===== config.mk =====
export PLATFORM = sky130hd
export DESIGN_NAME = mlp_tanh_inference_core
export DESIGN_NICKNAME = d
export VERILOG_FILES = /design/src/sv/mlp_pkg.sv /design/src/sv/mlp_datapath.sv /design/src/sv/mlp_ctrl.sv /design/src/sv/mlp_tanh_inference_core.sv
export SDC_FILE = /design/constraint.sdc
export NUM_CORES = 2
export LEC_CHECK = 0
export ABC_AREA = 1
export BUFFER_PORTS_ARGS = -buffer_cell sky130_fd_sc_hd__clkbuf_2
export CAP_MARGIN = 20
export CORE_MARGIN = 5
export CORE_UTILIZATION = 35
export DETAILED_ROUTE_END_ITERATION = 8
export PLACE_DENSITY_LB_ADDON = 0.25
export SLEW_MARGIN = 20
export SYNTH_ARGS = -nofsm -noshare
export SYNTH_HDL_FRONTEND = slang
export SYNTH_HIERARCHICAL = 1
export SYNTH_SLANG_ARGS = --single-unit

===== constraint.sdc =====
create_clock -name i_clk -period 12.7 [get_ports i_clk]
set_input_delay 1.905 -clock i_clk [delete_from_list [all_inputs] [get_ports i_clk]]
set_output_delay 1.905 -clock i_clk [all_outputs]
set_load 0.01 [all_outputs]

===== src/sv/mlp_pkg.sv =====
// Shared types and constants for the two-layer tanh perceptron core.
// No dependencies; imported by the controller, datapath and top level.
`timescale 1ns / 1ps
`default_nettype none
package mlp_pkg;

    localparam int VALUE_W   = 16;
    localparam int OUT_W     = 14;
    localparam int SUM_CLAMP = 16384;

    // Controller to datapath commands
    typedef struct packed {
        logic clear_acc;   // start a new node sum
        logic mac;         // accumulate feature/hidden times weight
        logic add_bias;    // accumulate bias << 12
        logic finish;      // round, clamp, tanh into result register
        logic src_hidden;  // multiplicand from hidden store
    } t_dp_cmd;

    function automatic logic signed [13:0] tanh_pt(input logic [4:0] k);
        logic signed [13:0] t;
        case (k)
            5'd0:  t = 14'sd0;
            5'd1:  t = 14'sd1003;
            5'd2:  t = 14'sd1893;
            5'd3:  t = 14'sd2602;
            5'd4:  t = 14'sd3119;
            5'd5:  t = 14'sd3475;
            5'd6:  t = 14'sd3707;
            5'd7:  t = 14'sd3856;
            5'd8:  t = 14'sd3949;
            5'd9:  t = 14'sd4006;
            5'd10: t = 14'sd4041;
            5'd11: t = 14'sd4062;
            5'd12: t = 14'sd4076;
            5'd13: t = 14'sd4084;
            5'd14: t = 14'sd4089;
            5'd15: t = 14'sd4091;
            default: t = 14'sd4096;
        endcase
        return t;
    endfunction

endpackage
`default_nettype wire


===== src/sv/mlp_datapath.sv =====
// Datapath: weight memory, feature and hidden stores, one MAC unit and tanh.
// Depends on mlp_pkg for the command struct and the tanh table.
`timescale 1ns / 1ps
`default_nettype none
module mlp_datapath
    import mlp_pkg::*;
#(
    parameter int INPUT_COUNT  = 8,
    parameter int HIDDEN_COUNT = 8,
    parameter int WEIGHT_COUNT = 90,
    parameter int WADDR_W      = 7,
    parameter int FADDR_W      = 3,
    parameter int HADDR_W      = 3
) (
    input  wire logic                      i_clk,
    input  wire logic                      i_wr_weight,
    input  wire logic                      i_wr_feature,
    input  wire logic [6:0]                i_wr_index,
    input  wire logic signed [VALUE_W-1:0] i_wr_value,
    input  wire logic [WADDR_W-1:0]        i_rd_waddr,
    input  wire logic [FADDR_W-1:0]        i_rd_faddr,
    input  wire logic [HADDR_W-1:0]        i_rd_haddr,
    input  wire logic                      i_hid_we,
    input  wire logic [HADDR_W-1:0]        i_hid_waddr,
    input  wire t_dp_cmd                   i_cmd,
    output logic signed [OUT_W-1:0]        o_result
);

    logic signed [VALUE_W-1:0] r_wmem [WEIGHT_COUNT];
    logic signed [VALUE_W-1:0] r_feat [INPUT_COUNT];
    logic signed [VALUE_W-1:0] r_hid  [HIDDEN_COUNT];
    logic signed [VALUE_W-1:0] r_w, r_x;
    logic signed [VALUE_W-1:0] r_bias_w;
    logic signed [31:0]        r_prod;
    logic signed [47:0]        r_acc;
    logic signed [OUT_W-1:0]   r_result;
    logic                      r_prod_v;
    logic                      r_bias_v;

    logic signed [47:0] rnd;
    logic signed [15:0] clamped;
    logic [14:0]        mag;
    logic [4:0]         k;
    logic [9:0]         f;
    logic signed [13:0] lo, hi;
    logic [23:0]        interp;
    logic [13:0]        y;
    logic signed [47:0] n_acc;

    always_ff @(posedge i_clk) begin
        if (i_wr_weight && (32'(i_wr_index) < 32'(WEIGHT_COUNT)))
            r_wmem[WADDR_W'(i_wr_index)] <= i_wr_value;
        r_w <= r_wmem[i_rd_waddr];
    end

    always_ff @(posedge i_clk) begin
        if (i_wr_feature && ({1'b0, i_wr_index} < 8'(INPUT_COUNT)))
            r_feat[i_wr_index[FADDR_W-1:0]] <= i_wr_value;
        if (i_hid_we)
            r_hid[i_hid_waddr] <= {{(VALUE_W-OUT_W){r_result[OUT_W-1]}}, r_result};
        r_x <= i_cmd.src_hidden ? r_hid[i_rd_haddr] : r_feat[i_rd_faddr];
    end

    // Round to Q.12, clamp to +-4.0, then piecewise-linear tanh
    always_comb begin
        rnd = (r_acc + 48'sd2048) >>> 12;
        if (rnd > 48'(SUM_CLAMP))       clamped = 16'(SUM_CLAMP);
        else if (rnd < -48'(SUM_CLAMP)) clamped = -16'(SUM_CLAMP);
        else                            clamped = rnd[15:0];
        mag    = clamped[15] ? 15'(-clamped) : clamped[14:0];
        k      = mag[14:10];
        f      = mag[9:0];
        lo     = tanh_pt(k);
        hi     = tanh_pt(k + 5'd1);
        interp = 24'(hi - lo) * 24'(f) + 24'd512;
        y      = (k >= 5'd16) ? 14'd4096 : 14'(lo + 14'(interp[23:10]));
        n_acc  = r_acc;
        if (i_cmd.clear_acc)       n_acc = '0;
        else begin
            if (r_prod_v)          n_acc = n_acc + 48'(r_prod);
            if (r_bias_v)          n_acc = n_acc + (48'(r_bias_w) <<< 12);
        end
    end

    always_ff @(posedge i_clk) begin
        r_prod_v <= i_cmd.mac;
        r_bias_v <= i_cmd.add_bias;
        r_prod   <= r_x * r_w;
        // keep the bias word in step with the product stage
        r_bias_w <= r_w;
        r_acc    <= n_acc;
        if (i_cmd.finish)
            r_result <= clamped[15] ? -$signed(y) : $signed(y);
    end

    assign o_result = r_result;

endmodule
`default_nettype wire


===== src/sv/mlp_ctrl.sv =====
// Controller: sequences reads and MAC commands over all nodes of one pass.
// Depends on mlp_pkg for the command struct.
`timescale 1ns / 1ps
`default_nettype none
module mlp_ctrl
    import mlp_pkg::*;
#(
    parameter int INPUT_COUNT  = 8,
    parameter int HIDDEN_COUNT = 8,
    parameter int OUTPUT_COUNT = 2,
    parameter int WADDR_W      = 7,
    parameter int FADDR_W      = 3,
    parameter int HADDR_W      = 3,
    parameter int OADDR_W      = 1
) (
    input  wire logic               i_clk,
    input  wire logic               i_rst_n,
    input  wire logic               i_start,
    input  wire logic               i_out_free,
    output logic                    o_busy,
    output logic [WADDR_W-1:0]      o_rd_waddr,
    output logic [FADDR_W-1:0]      o_rd_faddr,
    output logic [HADDR_W-1:0]      o_rd_haddr,
    output logic                    o_hid_we,
    output logic [HADDR_W-1:0]      o_hid_waddr,
    output t_dp_cmd                 o_cmd,
    output logic                    o_emit,
    output logic [OADDR_W-1:0]      o_node,
    output logic                    o_node_last
);

    typedef enum logic [4:0] {
        S_IDLE  = 5'b00001,
        S_TERM  = 5'b00010,
        S_DRAIN = 5'b00100,
        S_DONE  = 5'b01000,
        S_EMIT  = 5'b10000
    } t_state;

    localparam int CW = 6;
    t_state             r_state, n_state;
    logic [CW-1:0]      r_term;   // term within node, fan-in counts the bias
    logic [CW-1:0]      r_node;   // node across both layers
    logic [WADDR_W-1:0] r_waddr;
    logic [1:0]         r_drain;
    logic               r_layer2;

    logic [CW-1:0] fanin;
    assign fanin = r_layer2 ? CW'(HIDDEN_COUNT) : CW'(INPUT_COUNT);

    always_comb begin
        n_state = r_state;
        case (r_state)
            S_IDLE:  if (i_start) n_state = S_TERM;
            S_TERM:  if (r_term == fanin) n_state = S_DRAIN;
            S_DRAIN: if (r_drain == 2'd2) n_state = S_DONE;
            S_DONE:  n_state = r_layer2 ? S_EMIT : S_TERM;
            S_EMIT:  if (i_out_free)
                         n_state = (r_node == CW'(HIDDEN_COUNT + OUTPUT_COUNT - 1))
                                 ? S_IDLE : S_TERM;
            default: n_state = S_IDLE;
        endcase
    end

    always_ff @(posedge i_clk) begin
        if (!i_rst_n) begin
            r_state  <= S_IDLE;
            r_term   <= '0;
            r_node   <= '0;
            r_waddr  <= '0;
            r_drain  <= '0;
            r_layer2 <= 1'b0;
        end else begin
            r_state <= n_state;
            case (r_state)
                S_IDLE: begin
                    r_term <= '0; r_node <= '0; r_waddr <= '0; r_layer2 <= 1'b0;
                end
                S_TERM: begin
                    r_term  <= r_term + 1'b1;
                    r_waddr <= r_waddr + 1'b1;
                    r_drain <= '0;
                end
                S_DRAIN: r_drain <= r_drain + 1'b1;
                S_DONE: begin
                    r_term <= '0;
                    if (!r_layer2) begin
                        r_node <= r_node + 1'b1;
                        if (r_node == CW'(HIDDEN_COUNT - 1)) r_layer2 <= 1'b1;
                    end
                end
                S_EMIT: if (i_out_free) r_node <= r_node + 1'b1;
                default: ;
            endcase
        end
    end

    // Read issued in TERM; the memory output, the product and the accumulator are registered in turn
    logic r_mac_pipe, r_bias_pipe;
    always_ff @(posedge i_clk) begin
        if (!i_rst_n) begin
            r_mac_pipe  <= 1'b0;
            r_bias_pipe <= 1'b0;
        end else begin
            r_mac_pipe  <= (r_state == S_TERM) && (r_term != fanin);
            r_bias_pipe <= (r_state == S_TERM) && (r_term == fanin);
        end
    end

    always_comb begin
        o_cmd.clear_acc  = (r_state == S_TERM) && (r_term == '0);
        o_cmd.mac        = r_mac_pipe;
        o_cmd.add_bias   = r_bias_pipe;
        o_cmd.finish     = (r_state == S_DRAIN) && (r_drain == 2'd2);
        o_cmd.src_hidden = r_layer2;
    end

    assign o_busy      = (r_state != S_IDLE);
    assign o_rd_waddr  = r_waddr;
    assign o_rd_faddr  = r_term[FADDR_W-1:0];
    assign o_rd_haddr  = r_term[HADDR_W-1:0];
    assign o_hid_we    = (r_state == S_DONE) && !r_layer2;
    assign o_hid_waddr = r_node[HADDR_W-1:0];
    assign o_emit      = (r_state == S_EMIT) && i_out_free;
    assign o_node      = OADDR_W'(r_node - CW'(HIDDEN_COUNT));
    assign o_node_last = (r_node == CW'(HIDDEN_COUNT + OUTPUT_COUNT - 1));

endmodule
`default_nettype wire


===== src/sv/mlp_tanh_inference_core.sv =====
// Two-layer tanh perceptron inference core: streaming ports around mlp_ctrl
// and mlp_datapath. Depends on mlp_pkg.
//
// Weight and feature items are taken one per cycle while no pass runs. A
// feature item with tlast starts a forward pass run on one multiply-
// accumulate unit; input is held off until the pass ends. Each node steps
// through weight-memory reads over its fan-in and its bias, a pipeline
// drain and a done state that stores hidden-layer results, and each output
// node then hands off its result. Results go out from a one-entry output
// register that lets the next node run while a result waits on tready.
`timescale 1ns / 1ps
`default_nettype none
module mlp_tanh_inference_core
    import mlp_pkg::*;
#(
    parameter int INPUT_COUNT  = 8,
    parameter int HIDDEN_COUNT = 8,
    parameter int OUTPUT_COUNT = 2
) (
    input  wire logic        i_clk,
    input  wire logic        i_rst_n,
    input  wire logic        s_axis_tvalid,
    output logic             s_axis_tready,
    input  wire logic [23:0] s_axis_tdata,   // index[6:0], value[22:7], zero pad
    input  wire logic        s_axis_tuser,   // op
    input  wire logic        s_axis_tlast,   // last
    output logic             m_axis_tvalid,
    input  wire logic        m_axis_tready,
    output logic [15:0]      m_axis_tdata,   // out_value[13:0], zero pad
    output logic             m_axis_tuser,   // out_index
    output logic             m_axis_tlast    // out_last
);

    localparam int WEIGHT_COUNT = HIDDEN_COUNT * (INPUT_COUNT + 1)
                                + OUTPUT_COUNT * (HIDDEN_COUNT + 1);
    localparam int WADDR_W = (WEIGHT_COUNT > 1) ? $clog2(WEIGHT_COUNT) : 1;
    localparam int FADDR_W = (INPUT_COUNT > 1) ? $clog2(INPUT_COUNT) : 1;
    localparam int HADDR_W = (HIDDEN_COUNT > 1) ? $clog2(HIDDEN_COUNT) : 1;
    localparam int OADDR_W = 1;

    logic               busy, accept, emit, node_last, hid_we;
    logic [WADDR_W-1:0] rd_waddr;
    logic [FADDR_W-1:0] rd_faddr;
    logic [HADDR_W-1:0] rd_haddr, hid_waddr;
    logic [OADDR_W-1:0] node;
    t_dp_cmd            cmd;
    logic signed [OUT_W-1:0] result;

    logic                r_out_valid, r_out_last, r_out_idx;
    logic [OUT_W-1:0]    r_out_value;
    logic                out_free;

    assign s_axis_tready = !busy && i_rst_n;
    assign accept        = s_axis_tvalid && s_axis_tready;
    assign out_free      = !r_out_valid || m_axis_tready;

    mlp_ctrl #(
        .INPUT_COUNT(INPUT_COUNT), .HIDDEN_COUNT(HIDDEN_COUNT),
        .OUTPUT_COUNT(OUTPUT_COUNT), .WADDR_W(WADDR_W), .FADDR_W(FADDR_W),
        .HADDR_W(HADDR_W), .OADDR_W(OADDR_W)
    ) u_ctrl (
        .i_clk(i_clk), .i_rst_n(i_rst_n),
        .i_start(accept && s_axis_tuser && s_axis_tlast),
        .i_out_free(out_free), .o_busy(busy),
        .o_rd_waddr(rd_waddr), .o_rd_faddr(rd_faddr), .o_rd_haddr(rd_haddr),
        .o_hid_we(hid_we), .o_hid_waddr(hid_waddr), .o_cmd(cmd),
        .o_emit(emit), .o_node(node), .o_node_last(node_last)
    );

    mlp_datapath #(
        .INPUT_COUNT(INPUT_COUNT), .HIDDEN_COUNT(HIDDEN_COUNT),
        .WEIGHT_COUNT(WEIGHT_COUNT), .WADDR_W(WADDR_W), .FADDR_W(FADDR_W),
        .HADDR_W(HADDR_W)
    ) u_dp (
        .i_clk(i_clk),
        .i_wr_weight(accept && !s_axis_tuser),
        .i_wr_feature(accept && s_axis_tuser),
        .i_wr_index(s_axis_tdata[6:0]),
        .i_wr_value(s_axis_tdata[22:7]),
        .i_rd_waddr(rd_waddr), .i_rd_faddr(rd_faddr), .i_rd_haddr(rd_haddr),
        .i_hid_we(hid_we), .i_hid_waddr(hid_waddr), .i_cmd(cmd),
        .o_result(result)
    );

    always_ff @(posedge i_clk) begin
        if (!i_rst_n) begin
            r_out_valid <= 1'b0;
        end else if (emit) begin
            r_out_valid <= 1'b1;
        end else if (m_axis_tready) begin
            r_out_valid <= 1'b0;
        end
    end

    always_ff @(posedge i_clk) begin
        if (emit) begin
            r_out_value <= result;
            r_out_idx   <= node[0];
            r_out_last  <= node_last;
        end
    end

    assign m_axis_tvalid = r_out_valid;
    assign m_axis_tdata  = {2'b00, r_out_value};
    assign m_axis_tuser  = r_out_idx;
    assign m_axis_tlast  = r_out_last;

    a_no_accept_busy: assert property (@(posedge i_clk) disable iff (!i_rst_n)
        busy |-> !s_axis_tready)
        else $error("input taken during a pass");
    a_emit_only_free: assert property (@(posedge i_clk) disable iff (!i_rst_n)
        emit |-> (!r_out_valid || m_axis_tready))
        else $error("output register overwritten");
    a_last_ends_pass: assert property (@(posedge i_clk) disable iff (!i_rst_n)
        (emit && node_last) |=> !busy)
        else $error("pass did not end after last node");

endmodule
`default_nettype wire

Word-level counts from Yosys, hierarchy flattened
Memories as Yosys holds them, arrays and structs flattened. A register that Yosys moved wholly into a read port is not among the register bits.
Index checks and enable logic that the tools add are counted.
- add/subtract/negate cells: 14
- multipliers: 2
- magnitude comparators: 5
- equality and inequality tests: 16
- mux-type cells: 39
- reductions and logical operators: 28
- operators by type and width (cell ; number):
    $mux 48 ; 3
    $mux 14 ; 4
    $add 48x13->48 const B ; 1
    $add 48x28->48 ; 1
    $add 48x32->48 ; 1
    $mux 16 ; 3
    $gt 36x16->1 const B ; 1
    $lt 36x15->1 const B ; 1
    $mul 16x16->32 ; 1
    $mux 5 ; 5
    $pmux 5 s5 ; 1
    $add 24x10->24 const B ; 1
    $mul 24x10->24 ; 1
    $pmux 6 s3 ; 1
    $mux 15 ; 1
    $neg 15->15 ; 1
    $sub 14x14->15 ; 1
    $add 14x14->14 ; 1
    $neg 14->14 ; 1
    $pmux 7 s2 ; 1
    $logic_and 1x1->1 ; 13
    $add 6x1->6 const B ; 2
    $eq 6x4->1 const B ; 2
    $mux 3 ; 4
    32 further kinds ; 52
- flip-flop bits (word level): 174
- bits in writable memories: 1696
- memory bits (read-only): 384
- input port bits: 30
- output and inout port bits: 20
- word-level logic and storage cells: 128
- memories: 5
- memory list (memory ; words ; bits a word ; read ports ; clocked after memory_dff ; wr ports ; line ; text):
    u_dp.r_wmem ; 90 ; 16 ; 1 ; 1 ; 1 ; mlp_datapath.sv:29 ; logic signed [VALUE_W-1:0] r_wmem [WEIGHT_COUNT];
    (name not given) ; 16 ; 12 ; 1 ; 0 ; 0 ; mlp_pkg.sv:22 ; case (k)
    (name not given) ; 16 ; 12 ; 1 ; 0 ; 0 ; mlp_pkg.sv:22 ;
    u_dp.r_feat ; 8 ; 16 ; 1 ; 1 ; 1 ; mlp_datapath.sv:30 ; logic signed [VALUE_W-1:0] r_feat [INPUT_COUNT];
    u_dp.r_hid ; 8 ; 16 ; 1 ; 1 ; 1 ; mlp_datapath.sv:31 ; logic signed [VALUE_W-1:0] r_hid [HIDDEN_COUNT];

Logic depth before layout (Yosys ltp)
An unclocked memory read counts as a cell.
- depth in word-level cells: 16
- gate-level depth with buffers: 88
- mapped depth without buffers: 86

By module
The synthesis kept the hierarchy.
- by module, submodules not included (module ; times used ; cells each ; area each (um^2)):
    mlp_datapath ; 1 ; 8485 ; 93275.7
    mlp_ctrl ; 1 ; 245 ; 1717.9
    mlp_tanh_inference_core ; 1 ; 33 ; 574.3

Worst setup path before layout
OpenSTA, ideal clock, no wires.
- path type: reg-to-reg
- start point: register u_dp.r_acc[11]
- end point: register u_dp.r_result[13], in the netlist u_dp/o_result[13], data pin
- library setup time: 0.252 ns
- arrival time: 12.085 ns
- data required time: 12.448 ns
- slack: 0.362 ns
- stages on the path, launching flop included: 83
- buffers on the path: 2
- period minus slack after synthesis: 12.338 ns
- cells stage by stage: dfxtp_1 -> ha_1 -> nand2_1 -> nor2_4 -> nand3_2 -> nor2_2 -> nand3_1 -> nand2_1 -> nand2_1 -> nor2_1 -> nand2_1 -> nor2_1 -> nand3_2 -> nand2_4 -> nand2_4 -> nor2_1 -> inv_1 -> buf_1 -> (+47 left out) -> xnor2_1 -> ha_1 -> nand2_1 -> nor2_1 -> a211oi_1 -> nand3_1 -> nand2_1 -> nand2_1 -> a21oi_1 -> xnor3_1 -> nand2_1 -> nand2_1 -> inv_1 -> nand4_1 -> nand2_1 -> nor2_1 -> nand2_1 -> nand2_1
- longest elaborated chain between the ends: 16
- RTL lines (what ; line ; text):
    start: declaration ; mlp_datapath.sv:35 ; logic signed [47:0] r_acc;
    start signal: assignment ; mlp_datapath.sv:91 ; r_acc <= n_acc;
    $add 48x13->48 (*) ; mlp_datapath.sv:66 ; rnd = (r_acc + 48'sd2048) >>> 12;
    $lt 36x15->1 ; mlp_datapath.sv:68 ; else if (rnd < -48'(SUM_CLAMP)) clamped = -16'(SUM_CLAMP);
    $mux 16 ; mlp_datapath.sv:68 ;
    $mux 16 (*) ; mlp_datapath.sv:67 ; if (rnd > 48'(SUM_CLAMP)) clamped = 16'(SUM_CLAMP);
    $neg 15->15 ; mlp_datapath.sv:70 ; mag = clamped[15] ? 15'(-clamped) : clamped[14:0];
    $mux 15 ; mlp_datapath.sv:70 ;
    $add 5x1->5 ; mlp_datapath.sv:74 ; hi = tanh_pt(k + 5'd1);
    $mem_v2 16x12 ; -- ;
    $mux 14 ; mlp_pkg.sv:22 ;
    $sub 14x14->15 ; mlp_datapath.sv:75 ; interp = 24'(hi - lo) * 24'(f) + 24'd512;
    $mul 24x10->24 ; mlp_datapath.sv:75 ;
    $add 24x10->24 ; mlp_datapath.sv:75 ;
    $add 14x14->14 ; mlp_datapath.sv:76 ; y = (k >= 5'd16) ? 14'd4096 : 14'(lo + 14'(interp[23:10]));
    $mux 14 ; mlp_datapath.sv:76 ;
    $neg 14->14 ; mlp_datapath.sv:93 ; r_result <= clamped[15] ? -$signed(y) : $signed(y);
    $mux 14 (*) ; mlp_datapath.sv:93 ;
    end signal: assignment ; mlp_datapath.sv:93 ;
    end: declaration ; mlp_datapath.sv:36 ; logic signed [OUT_W-1:0] r_result;
Mark *: on every way between the ends. The rest lies on a longest branch, timed or not.
A chain may end at the register's enable or synchronous reset.

Final worst setup path
- start point: register u_dp.r_acc[17]
- end point: register u_dp.r_result[12], in the netlist u_dp/o_result[12], data pin
The elaborated chain is that of the path after synthesis.

==> results.toml <==
[status]
status = "completed"

[critical_path]
reg2reg_depth = 82
critPathSlowestCell = "fa_2"
cp_max_fo = 5
arrival_ps = 12580
critPathLaunchType = "flop"
critPathCaptureType = "flop"
worstSetupPathType = "flop to flop"
cpPeakStageDelay_ps = 560
crit_required_ps = 13300
path_common_cell = "nand2_1"

[final_layout]
area_growth_pct = 13.79
final_area_sq_um = 108700
drive_gt1_frac = 0.1119
n_fill_cell = 25796
nNetsFinal = 9661

[timing]
tns_ps = 0
slew_violations = 0
maxSlewHeadroom = 0.2366
finalCritPeriodShare = 0.9430
finalHoldViolCount = 0
rsz0062_at_grt = "true"
clock.fmax_mhz = 83.50
min_period_ps = 11980
finalSetupViolCount = 0
tightest_slew_ps = 1131
skew_ps = 129.8

[yosys]
synth_top_cells_by_area = "edfxtp_1 54%, fa_1 8.3%, o21ai_0 5.5%"
syn-cell-area_sq_um = 95570
synth_edf_count = 1710
synthDistinctLibCells = 69
syn_area_per_cell_sq_um = 10.91
synthMuxAreaShare = 0.003666
netlist.area_leader.share = 0.5373
synth_top_family_by_area = "compound AO/OA/AOI/OAI gates"
yosys_most_used_dff = "edfxtp_1"
synthAdderAreaFrac = 0.1178
yosysWarnings = 6
synth-simple-area-share = 0.1148
synth_commonest_cells = "1710 x edfxtp_1, 1363 x nor2_1, 1051 x o21ai_0, 907 x inv_1, 891 x nand2_1"
synth_seq_cells = 1870
synthCells = 8763
yosysMostFrequentCell = "edfxtp_1"
async_flop_share = 0
synth-xor-area-share = 0.01479
synth-compound-area-share = 0.1215
synth-seq-area-share = 0.5708
yosysTopAreaCell = "edfxtp_1"

[route]
drc = 0
via_count = 67046
wire_per_inst_um = 21.55
viasPerCell = 5.281
routed_wirelength_mm = 273.7
drt_iter0_markers = 5685
first_pass_iters = 6
ant_nets = 0

[power_and_ir_drop]
p_sw_frac = 0.3658
peakVddDrop_uv = 290.0
p_clk_frac = 0.257
power_density_nw_per_um2 = 206.1
pwr-share-seq = 0.318
combPwrFrac = 0.426
p_sw_mw = 8.198
leakage_nw = 40.77
intPower_mw = 14.21

[global_routing]
grt_max_degree = 171
antenna_found_initial = 11
grt_pass1_vias = 66181
grt_usage = 0.1870
grt_overflow = 0
grt_pass1_wl_mm = 411.3

[clock_tree]
clk_pin_slew_ps = 70
root_buffer = "clkbuf_16"
cts_made_buffers = 204
clock_latency_ps = 910
clock-sinks = 1870
cts_tree = "built"
cts_max_level = 4
hold_buffers = 0
clockBufferDepth = 4

[min_path]
min_path_cells = 0
hp-class = "flop to flop"

[floorplanning]
dieHeight_um = 532.5
ios = 50
initial_core_util = 0.3523
dieArea_sq_um = 283600
core_sq_um = 271200
fp.dieW_um = 532.5
rows = 191

[placed_design]
post_dp_cell_area_sq_um = 101700
port_buffers = 46
dp_hpwl_mm = 169.8
place_congestion = 0.8799

[flow_run]
cap_violations = 0
-- sequential cells by signal, indices dropped and copies added (netlist names), 2 cells and up --
name,flops
u_dp/r_wmem,1440
u_dp/r_feat,128
u_dp/r_hid,112
u_dp/r_acc,48
u_dp/r_prod,32
u_dp/r_bias_w,16
u_dp/r_w,16
u_dp/r_x,16
r_out_value,14
u_dp/o_result,14
u_ctrl/o_rd_waddr,7
u_ctrl/r_node,6
u_ctrl/r_term,6
u_ctrl/r_state,5
u_ctrl/r_drain,2
-- worst max-delay path, delay by kind of cell (launching register included) --
kind | cells | cell delay, ps
adder cells (fa/ha/maj) | 11 | 4120
AO/OA/AOI/OAI | 15 | 1910
buffers and inverters | 15 | 1130
XOR/XNOR | 1 | 180
AND/OR/NAND/NOR | 40 | 4040
flip-flops | 1 | 390
-- timing repair --
action | CTS | global route
gates cloned | 0 | 0
pin swaps | 1 | 53
gates resized for setup | 8 | 121
setup buffers | 1 | 9
endpoints found under the setup margin | 4 | 7
-- cell type report --
class	count	area, sq um	share of cell area
multi-input cells	5490	36150	0.3324
diodes	3	7.507	0.00006903
repair buffers	473	3588	0.03300
clock inverters	100	924.6	0.008503
inverters	929	3515	0.03232
clock buffers	261	5505	0.05062
flip-flops and latches	1870	54590	0.5020
well taps	3570	4467	0.04107
-- layout by cell type, fill, tap and decap left out, drive strengths merged, types with 6 or more instances in the layout --
cell type	Yosys	routed
edfxtp	1710	1710
nor2	1383	1383
o21ai	1059	1059
inv	924	929
nand2	915	915
buf	66	443
fa	394	394
clkbuf	409	291
ha	269	269
nand3	239	239
o221ai	236	236
a21oi	200	200
o22ai	186	186
dfxtp	160	160
xor2	93	93
o211ai	84	84
clkinv	5	80
xnor2	65	65
a31oi	56	56
nand4	44	44
or2	43	43
mux2i	35	35
o21bai	31	31
o32ai	25	25
nor3	21	21
bufinv	0	15
nor4	15	15
a21o	14	14
a221oi	10	10
o21a	9	9
a211oi	9	9
nand3b	8	8
o311ai	8	8
a31o	6	6
-- kinds of logic after synthesis --
family	after synthesis
and+or+nand+nor	2677
muxes	35
xor gates and xnor gates	159
adders and majority gates	663
AOI/OAI and AO/OA	1954
buffers and inverters	1404
other	1
DFF	1870
-- power by group through the flow --
stage | combinational, mW | clock [mW] | sequential [mW]
6_report | 9.54 | 5.75 | 7.12
5_1_grt | 10.9 | 6.14 | 7.13
4_1_cts | 9.49 | 5.88 | 7.11
3_5_place_dp | 9.43 | 0 | 7.24
3_3_place_gp | 9.30 | 0 | 7.24
2_1_floorplan | 6.60 | 0 | 7.17
-- routing by layer --
metal  wire length (um)  track usage  vias up
met1             121000       0.2611    33613
li1                   -            -    30916
met2             126600       0.3039     2136
met4               8551      0.05781        0
met5                  0            0        -
met3              17480      0.02440      381
-- through the flow --
stage | hold WS, ps | setup WS [ps] | total power [mW] | utilization | std cells
CTS | 321.0 | 9.245 | 22.48 | 0.3988 | 12681
global placement | 318.6 | -257.8 | 16.54 | 0.3749 | 12319
finish | 331.9 | 724.0 | 22.41 | 0.4009 | 12696
detailed placement | 317.1 | -265.7 | 16.67 | 0.3749 | 12319
floorplan | 329.0 | 362.4 | 13.77 | - | 8764
global route | 340.0 | -60.41 | 24.19 | 0.4009 | 12696
-- final timing paths --
check | from | to | slack [ps]
worst min register to register | u_ctrl/r_bias_pipe$_SDFF_PN0_ | u_dp/r_bias_v$_DFF_P_ | 330
worst max-delay path | u_dp/r_acc[17]$_SDFF_PP0_ | u_dp/o_result[12]$_DFFE_PP_ | 720
worst max register to register | u_dp/r_acc[17]$_SDFF_PP0_ | u_dp/o_result[12]$_DFFE_PP_ | 720
worst min-delay path | u_ctrl/r_bias_pipe$_SDFF_PN0_ | u_dp/r_bias_v$_DFF_P_ | 330
Power figures use the tool's default switching activity.
